## src/rtl/core/epwr_pkg.sv

```systemverilog
`timescale 1ns / 1ps
// ============================================================================
// Elite pool package
// Shared widths, reset values and the controller state encoding.
// ============================================================================
package epwr_pkg;

    localparam int COST_W         = 31;
    localparam int CAP_W          = 5;
    localparam int SLOT_OUT_W     = 4;
    localparam int COUNT_OUT_W    = 5;
    localparam int POOL_DEPTH_DEF = 16;
    localparam int TAG_BITS_DEF   = 16;

    localparam logic [CAP_W-1:0]  CAP_RESET     = 5'd16;
    localparam logic [COST_W-1:0] COST_ALL_ONES = {COST_W{1'b1}};

    typedef enum logic [2:0] {
        S_IDLE   = 3'b001,
        S_SCAN   = 3'b010,
        S_FINISH = 3'b100
    } t_state;

endpackage

```

## src/rtl/core/elite_pool_worst_replacement.sv

```systemverilog
`timescale 1ns / 1ps
// ============================================================================
// Elite pool with worst-entry replacement
// Bounded pool of minimum-cost candidates; a full pool replaces its worst entry with a strictly better offer.
// ============================================================================
// A rejected offer goes from acceptance to the finish state and then to the
// output register; an admitted offer first runs the scan wave that walks
// the row of slot cells one cell per cycle to find the first maximum and the
// minimum. One offer is in work at a time; a finished result waits in the
// output register while the next offer is accepted.
// Reset (synchronous, active low) empties the pool and sets capacity to 16.
module elite_pool_worst_replacement #(
    parameter int POOL_DEPTH = epwr_pkg::POOL_DEPTH_DEF,
    parameter int TAG_BITS   = epwr_pkg::TAG_BITS_DEF
) (
    input  logic                             i_clk,
    input  logic                             i_rst_n,
    input  logic                             i_cfg_we,
    input  logic [epwr_pkg::CAP_W-1:0]       i_cfg_data,
    input  logic                             i_valid,
    output logic                             o_stall,
    input  logic [epwr_pkg::COST_W-1:0]      i_offer_cost,
    input  logic [TAG_BITS-1:0]              i_solution_tag,
    output logic                             o_valid,
    input  logic                             i_stall,
    output logic                             o_admitted,
    output logic [epwr_pkg::SLOT_OUT_W-1:0]  o_written_slot,
    output logic                             o_evicted,
    output logic [TAG_BITS-1:0]              o_evicted_tag,
    output logic [epwr_pkg::COUNT_OUT_W-1:0] o_entry_count,
    output logic [epwr_pkg::COST_W-1:0]      o_best_cost,
    output logic [epwr_pkg::COST_W-1:0]      o_worst_cost
);

    localparam int IW = $clog2(POOL_DEPTH);
    localparam int CW = $clog2(POOL_DEPTH + 1);
    localparam int MW = (CW > epwr_pkg::CAP_W) ? CW : epwr_pkg::CAP_W;

    epwr_pkg::t_state r_state;

    logic [epwr_pkg::CAP_W-1:0]  r_cap;
    logic [CW-1:0]               r_count;
    logic [IW-1:0]               r_worst_idx;
    logic [epwr_pkg::COST_W-1:0] r_worst_cost;
    logic [TAG_BITS-1:0]         r_worst_tag;
    logic [epwr_pkg::COST_W-1:0] r_best;
    logic                        r_seed;

    logic                        r_adm;
    logic [IW-1:0]               r_slot;
    logic                        r_evict;
    logic [TAG_BITS-1:0]         r_evtag;

    logic                             r_out_valid;
    logic                             r_o_admitted;
    logic [epwr_pkg::SLOT_OUT_W-1:0]  r_o_slot;
    logic                             r_o_evicted;
    logic [TAG_BITS-1:0]              r_o_evtag;
    logic [epwr_pkg::COUNT_OUT_W-1:0] r_o_count;
    logic [epwr_pkg::COST_W-1:0]      r_o_best;
    logic [epwr_pkg::COST_W-1:0]      r_o_worst;

    logic          in_acc;
    logic          room;
    logic          replace;
    logic          wr_en;
    logic [IW-1:0] wr_idx;
    logic          out_free;

    logic                        c_valid    [POOL_DEPTH+1];
    logic [epwr_pkg::COST_W-1:0] c_max_cost [POOL_DEPTH+1];
    logic [IW-1:0]               c_max_idx  [POOL_DEPTH+1];
    logic [TAG_BITS-1:0]         c_max_tag  [POOL_DEPTH+1];
    logic [epwr_pkg::COST_W-1:0] c_min_cost [POOL_DEPTH+1];

    assign o_stall  = (r_state != epwr_pkg::S_IDLE);
    assign in_acc   = i_valid && !o_stall;
    assign out_free = !r_out_valid || !i_stall;

    always_comb begin
        room = (MW'(r_count) < MW'(r_cap)) && (MW'(r_count) < MW'(POOL_DEPTH));
        // A full pool only takes an offer that strictly beats the worst entry.
        replace = !room && (r_count != '0) && (i_offer_cost < r_worst_cost);
        wr_en   = in_acc && (room || replace);
        wr_idx  = room ? IW'(r_count) : r_worst_idx;
    end

    // Scan seed enters the first cell.
    assign c_valid[0]    = r_seed;
    assign c_max_cost[0] = '0;
    assign c_max_idx[0]  = '0;
    assign c_max_tag[0]  = '0;
    assign c_min_cost[0] = epwr_pkg::COST_ALL_ONES;

    for (genvar g = 0; g < POOL_DEPTH; g++) begin : g_cell
        epwr_cell #(
            .POOL_DEPTH (POOL_DEPTH),
            .TAG_BITS   (TAG_BITS),
            .CELL_IDX   (g)
        ) u_cell (
            .i_clk        (i_clk),
            .i_rst_n      (i_rst_n),
            .i_count      (r_count),
            .i_wr_en      (wr_en),
            .i_wr_idx     (wr_idx),
            .i_wr_cost    (i_offer_cost),
            .i_wr_tag     (i_solution_tag),
            .i_c_valid    (c_valid[g]),
            .i_c_max_cost (c_max_cost[g]),
            .i_c_max_idx  (c_max_idx[g]),
            .i_c_max_tag  (c_max_tag[g]),
            .i_c_min_cost (c_min_cost[g]),
            .o_c_valid    (c_valid[g+1]),
            .o_c_max_cost (c_max_cost[g+1]),
            .o_c_max_idx  (c_max_idx[g+1]),
            .o_c_max_tag  (c_max_tag[g+1]),
            .o_c_min_cost (c_min_cost[g+1])
        );
    end

    // Per-transaction result fields; the scan fills in best and worst later.
    always_ff @(posedge i_clk) begin
        if (in_acc) begin
            r_adm   <= room || replace;
            r_slot  <= (room || replace) ? wr_idx : '0;
            r_evict <= replace;
            r_evtag <= replace ? r_worst_tag : '0;
        end
        if (r_state == epwr_pkg::S_FINISH && out_free) begin
            r_o_admitted <= r_adm;
            r_o_slot     <= epwr_pkg::SLOT_OUT_W'(r_slot);
            r_o_evicted  <= r_evict;
            r_o_evtag    <= r_evtag;
            r_o_count    <= epwr_pkg::COUNT_OUT_W'(r_count);
            r_o_best     <= r_best;
            r_o_worst    <= r_worst_cost;
        end
    end

    always_ff @(posedge i_clk) begin
        if (!i_rst_n) begin
            r_state      <= epwr_pkg::S_IDLE;
            r_cap        <= epwr_pkg::CAP_RESET;
            r_count      <= '0;
            r_worst_idx  <= '0;
            r_worst_cost <= '0;
            r_worst_tag  <= '0;
            r_best       <= epwr_pkg::COST_ALL_ONES;
            r_seed       <= 1'b0;
            r_out_valid  <= 1'b0;
        end else begin
            // The scan starts in the cycle after an admitted offer is stored.
            r_seed <= wr_en;
            if (i_cfg_we) begin
                r_cap <= i_cfg_data;
            end
            // A new result may replace one that leaves in the same cycle.
            if (r_state == epwr_pkg::S_FINISH && out_free) begin
                r_out_valid <= 1'b1;
            end else if (!i_stall) begin
                r_out_valid <= 1'b0;
            end
            unique case (r_state)
                epwr_pkg::S_IDLE: begin
                    if (in_acc) begin
                        if (room) begin
                            r_count <= r_count + CW'(1);
                        end
                        if (room || replace) begin
                            r_state <= epwr_pkg::S_SCAN;
                        end else begin
                            r_state <= epwr_pkg::S_FINISH;
                        end
                    end
                end
                epwr_pkg::S_SCAN: begin
                    if (c_valid[POOL_DEPTH]) begin
                        r_worst_idx  <= c_max_idx[POOL_DEPTH];
                        r_worst_cost <= c_max_cost[POOL_DEPTH];
                        r_worst_tag  <= c_max_tag[POOL_DEPTH];
                        r_best       <= c_min_cost[POOL_DEPTH];
                        r_state      <= epwr_pkg::S_FINISH;
                    end
                end
                epwr_pkg::S_FINISH: begin
                    if (out_free) begin
                        r_state <= epwr_pkg::S_IDLE;
                    end
                end
                default: begin
                    r_state <= epwr_pkg::S_IDLE;
                end
            endcase
        end
    end

    assign o_valid        = r_out_valid;
    assign o_admitted     = r_o_admitted;
    assign o_written_slot = r_o_slot;
    assign o_evicted      = r_o_evicted;
    assign o_evicted_tag  = r_o_evtag;
    assign o_entry_count  = r_o_count;
    assign o_best_cost    = r_o_best;
    assign o_worst_cost   = r_o_worst;

endmodule

```

## src/rtl/core/epwr_cell.sv

```systemverilog
`timescale 1ns / 1ps
// ============================================================================
// Elite pool cell
// Holds one pool slot and forwards a running first-maximum / minimum record
// to the next cell, one cell per cycle.
// ============================================================================
module epwr_cell #(
    parameter int POOL_DEPTH = epwr_pkg::POOL_DEPTH_DEF,
    parameter int TAG_BITS   = epwr_pkg::TAG_BITS_DEF,
    parameter int CELL_IDX   = 0,
    localparam int IW        = $clog2(POOL_DEPTH),
    localparam int CW        = $clog2(POOL_DEPTH + 1)
) (
    input  logic                        i_clk,
    input  logic                        i_rst_n,
    input  logic [CW-1:0]               i_count,
    input  logic                        i_wr_en,
    input  logic [IW-1:0]               i_wr_idx,
    input  logic [epwr_pkg::COST_W-1:0] i_wr_cost,
    input  logic [TAG_BITS-1:0]         i_wr_tag,
    input  logic                        i_c_valid,
    input  logic [epwr_pkg::COST_W-1:0] i_c_max_cost,
    input  logic [IW-1:0]               i_c_max_idx,
    input  logic [TAG_BITS-1:0]         i_c_max_tag,
    input  logic [epwr_pkg::COST_W-1:0] i_c_min_cost,
    output logic                        o_c_valid,
    output logic [epwr_pkg::COST_W-1:0] o_c_max_cost,
    output logic [IW-1:0]               o_c_max_idx,
    output logic [TAG_BITS-1:0]         o_c_max_tag,
    output logic [epwr_pkg::COST_W-1:0] o_c_min_cost
);

    logic [epwr_pkg::COST_W-1:0] r_cost;
    logic [TAG_BITS-1:0]         r_tag;
    logic                        r_c_valid;
    logic [epwr_pkg::COST_W-1:0] r_c_max_cost;
    logic [IW-1:0]               r_c_max_idx;
    logic [TAG_BITS-1:0]         r_c_max_tag;
    logic [epwr_pkg::COST_W-1:0] r_c_min_cost;

    logic                        active;
    logic                        take;
    logic [epwr_pkg::COST_W-1:0] n_c_max_cost;
    logic [IW-1:0]               n_c_max_idx;
    logic [TAG_BITS-1:0]         n_c_max_tag;
    logic [epwr_pkg::COST_W-1:0] n_c_min_cost;

    always_comb begin
        active = CW'(CELL_IDX) < i_count;
        // The first slot seeds the record; later slots win only when strictly
        // larger, which keeps the lowest index among equal maxima.
        take   = active && ((CELL_IDX == 0) || (r_cost > i_c_max_cost));
        n_c_max_cost = take ? r_cost : i_c_max_cost;
        n_c_max_idx  = take ? IW'(CELL_IDX) : i_c_max_idx;
        n_c_max_tag  = take ? r_tag : i_c_max_tag;
        n_c_min_cost = (active && (r_cost < i_c_min_cost)) ? r_cost : i_c_min_cost;
    end

    always_ff @(posedge i_clk) begin
        if (i_wr_en && (i_wr_idx == IW'(CELL_IDX))) begin
            r_cost <= i_wr_cost;
            r_tag  <= i_wr_tag;
        end
        r_c_max_cost <= n_c_max_cost;
        r_c_max_idx  <= n_c_max_idx;
        r_c_max_tag  <= n_c_max_tag;
        r_c_min_cost <= n_c_min_cost;
    end

    always_ff @(posedge i_clk) begin
        if (!i_rst_n) begin
            r_c_valid <= 1'b0;
        end else begin
            r_c_valid <= i_c_valid;
        end
    end

    assign o_c_valid    = r_c_valid;
    assign o_c_max_cost = r_c_max_cost;
    assign o_c_max_idx  = r_c_max_idx;
    assign o_c_max_tag  = r_c_max_tag;
    assign o_c_min_cost = r_c_min_cost;

endmodule
```

## config.mk

```make
export PLATFORM = sky130hd
export DESIGN_NAME = elite_pool_worst_replacement
export DESIGN_NICKNAME = d
export VERILOG_FILES = /design/src/rtl/core/epwr_pkg.sv /design/src/rtl/core/elite_pool_worst_replacement.sv /design/src/rtl/core/epwr_cell.sv
export SDC_FILE = /design/constraint.sdc
export NUM_CORES = 2
export LEC_CHECK = 0
export BUFFER_PORTS_ARGS = -buffer_cell sky130_fd_sc_hd__clkbuf_2
export CAP_MARGIN = 20
export CORE_MARGIN = 2
export CORE_UTILIZATION = 65
export CTS_CLUSTER_DIAMETER = 120
export DETAILED_ROUTE_END_ITERATION = 8
export GPL_ROUTABILITY_DRIVEN = 1
export MAX_ROUTING_LAYER = met4
export PLACE_DENSITY_LB_ADDON = 0.15
export SYNTH_ARGS = -nofsm -noshare
export SYNTH_HDL_FRONTEND = slang
export SYNTH_SLANG_ARGS = --single-unit
```

## constraint.sdc

```tcl
create_clock -name i_clk -period 13.3 [get_ports i_clk]
set_input_delay 3.99 -clock i_clk [delete_from_list [all_inputs] [get_ports i_clk]]
set_output_delay 3.99 -clock i_clk [all_outputs]
set_load 0.01 [all_outputs]
```

==> results.txt <==
CTS max path bufs: 3
DIE AREA: 149000 µm²
crit-path leading delay family: compound AO/OA/AOI/OAI gates
Fin Hold WS: 390 ps
pins over their slew limit: 0
endpoints failing setup: 0
post-synthesis mux area share: 14.0%
Area after DPL: 97900 µm²
std cell rows: 140
Congestion Overflow GR: 0
Synth-to-Final Area Change: 11.5%
CP peak stage delay: 890 ps
Mean Syn Cell Area: 12.6 µm²
flops & latches, synth: 2273
1st-pass router iterations: 6
CP dominant cell by count: buf_4
first-pass GRT wire length: 351000 µm
# DRC: 0
post-route ant nets: 0
HPWL Detailed: 168000 µm
cts repair resizes: 0
routed len/inst: 23.7 µm
syn nets: 8527
largest fanout on the critical path: 31
Final nets: 8791
status: finished clean
Compound-Gate Fraction of Synth Area: 5.69%
minimum clock period: 7530 ps
Final period util: 56.6%
Power Density: 161 nW/µm²
setup TNS: 0 ps
unrepaired setup endpoints after global routing: no
core area: 145000 µm²
Crit path arrival time: 8060 ps
Worst path slowest cell: a32oi_1
sequential fraction of the synthesis area: 57.2%
post-synthesis simple-gate area fraction: 5.90%
Startpoint Class: input pin
largest family of logic cells by synthesized area: multiplexers
Hold/Removal Path Class: reg -> reg
crit path cell chain: clkbuf_2 > ha_1 > nand4_1 > nor4_1 > a211oi_1 > o311ai_0 > o21ai_2 > buf_4 > a32oi_1 > nor2_4 > buf_4
VDD IR max: 118 µV
Post-synth EDFFs: 863
total power: 17.0 mW
Setup CP Type: in -> reg
Initial Util: 65.2%
layout cells sized above 1: 22.8%
Synth Cell Area: 94700 µm²
Die Span Y: 386 µm
Routed WL: 235000 µm
PnR worst setup slack: 5770 ps
asr flop ratio synth: 0%
IO Port Bufs: 147
element type at the critical path end: flop
Inst Count DP: 9481
H-tree Lvls: 4
setup repair bufs after CTS: 0
Total GRT Usage: 32.5%
Final Hold Vio Count: 0
top_reg_cell synth: dfxtp_1
Adder-Cell Fraction of Synth Area: 12.6%
Vias: 57500
Max Cap Violations: 0
design area: 106000 µm²
Post-Synth XOR/XNOR Area: 0.0277%
clock skew: 49.8 ps
Synth cell types: 67
Post-Route Utilization: 72.7%
drt via density: 5.80
leakage dissipation: 45.3 nW
hold_buf cts: 0
Initial DRC Count: 4288
GP Congestion: 0.945
Buf/Inv on CP: 3
Post-Synthesis Cells: 7519
initial antenna violation count: 21
Die X: 386 µm
TritonCTS clock tree: yes
Clock Tree Root: clkbuf_16
CTS Buf Count: 215
vias in the first global route: 58300
pin count of the biggest net entering global routing: 98
Clk Latency, worst-skew pair: 870 ps
total I/O pin count: 148
Sink Count: 2273
Place WS: 4990 ps
FMAX: 133 MHz
clk slew on worst S/H paths: 60 ps
Yosys warnings: 0
worst path required time: 13830 ps
non-filler instance count after layout: 9904
Worst slew margin: 22.6%
worst slew pin tran: 1160 ps
sequential cells by signal (all words and copies together) (netlist names), 3 cells and up:
register and count:
r_count 5, g_cell.u_cell.r_cost 496, o_worst_cost 31, r_state 3
o_evicted_tag 16, r_evtag 16, r_worst_idx 4, r_slot 4
r_worst_cost 31, g_cell.u_cell.o_c_max_idx 49, o_best_cost 31, g_cell.u_cell.o_c_min_cost 496
r_cap 5, g_cell.u_cell.o_c_max_tag 256, g_cell.u_cell.o_c_valid 16, o_entry_count 5
g_cell.u_cell.o_c_max_cost 496, r_best 31, o_written_slot 4, g_cell.u_cell.r_tag 256
r_worst_tag 16
cells in the mapped netlist, drive strengths merged (33+ instances only):
master  instances  share of area [%]
o21ai         187                1.0
nand4         138               0.91
nor2b          33               0.22
and2          105               0.69
nand2         378                1.5
mux2         1169                 14
dfxtp        1410                 30
a21oi         332                1.8
nand3         106               0.56
buf           122               0.70
ha            951                 13
edfxtp        863                 27
nor3           41               0.22
a211oi         61               0.48
clkbuf         48               0.19
nand2b         71               0.47
inv           963                3.8
nor2          137               0.54
a21boi         65               0.52
a21o           74               0.59
routing by layer:
layer  vias up  GRT usage (%)  routed length (µm)  part of all wire, %
li1      27100              -                   -                    -
met1     28200           40.5               97900                   42
met2      1713           53.9              115000                   49
met3       452           5.03               14000                  6.0
met4         0           11.6                8330                  3.5
met5         -              -                   0                    0
worst register-to-register path, cell delays in order, from the launching register on:
cell	delay, ps
dfxtp_1	820
nand2b_1	200
a31oi_1	230
o21ai_1	800
o211ai_1	220
o21ai_2	150
buf_4	340
a31oi_1	440
nor2_4	580
buf_4	500
logic make-up (layout without fill, tap and decap cells):
kind of cell | after synthesis | count (layout)
flip-flops | 2273 | 2273
multiplexers | 1174 | 1174
buffers and inverters | 1133 | 1592
AND/OR/NAND/NOR | 1110 | 1110
adder cells (fa/ha/maj) | 951 | 951
AO/OA/AOI/OAI | 875 | 875
XOR/XNOR | 3 | 3
other | 0 | 9
cell type report:
cell class,count,area (µm²)
clock buffer,281,6060
timing repair buffer,217,1300
fill,9657,39600
multi-input combinational,4113,36400
sequential,2273,54100
inverter,963,3610
tap,1917,2400
clock inverter,131,1600
antenna,9,22.5
power breakdown:
| part | leakage, nW | switching [mW] | internal (mW) |
|---|---|---|---|
| clock | 3.77 | 2.72 | 3.72 |
| sequential | 19.5 | 0.449 | 7.98 |
| combinational | 22.1 | 1.14 | 1.03 |
| total | 45.3 | 4.31 | 12.7 |
cells in the final DEF (no fill, tap or decap), types with 146 or more instances in the layout:
cell / Yosys / final
nand2_1: 378 / 375
clkbuf_16: 0 / 224
inv_1: 962 / 961
edfxtp_1: 863 / 863
o21ai_0: 180 / 180
clkbuf_2: 0 / 146
ha_1: 951 / 951
a21oi_1: 332 / 325
mux2_2: 1169 / 1169
dfxtp_1: 1410 / 1410
worst paths after layout:
kind	start	end	slack, ps	cells after the start
worst max-delay path	i_offer_cost[16]	g_cell[8].u_cell.r_cost[26]$_DFFE_PP_	5770	11
worst min-delay path	g_cell[10].u_cell.o_c_max_idx[1]$_SDFF_PP1_	g_cell[11].u_cell.o_c_max_idx[1]$_SDFF_PP1_	390	1
worst max register to register	r_count[0]$_SDFFE_PN0P_	g_cell[9].u_cell.r_cost[20]$_DFFE_PP_	8590	9
worst min register to register	g_cell[10].u_cell.o_c_max_idx[1]$_SDFF_PP1_	g_cell[11].u_cell.o_c_max_idx[1]$_SDFF_PP1_	390	1
(Power assumes the default switching activity.)
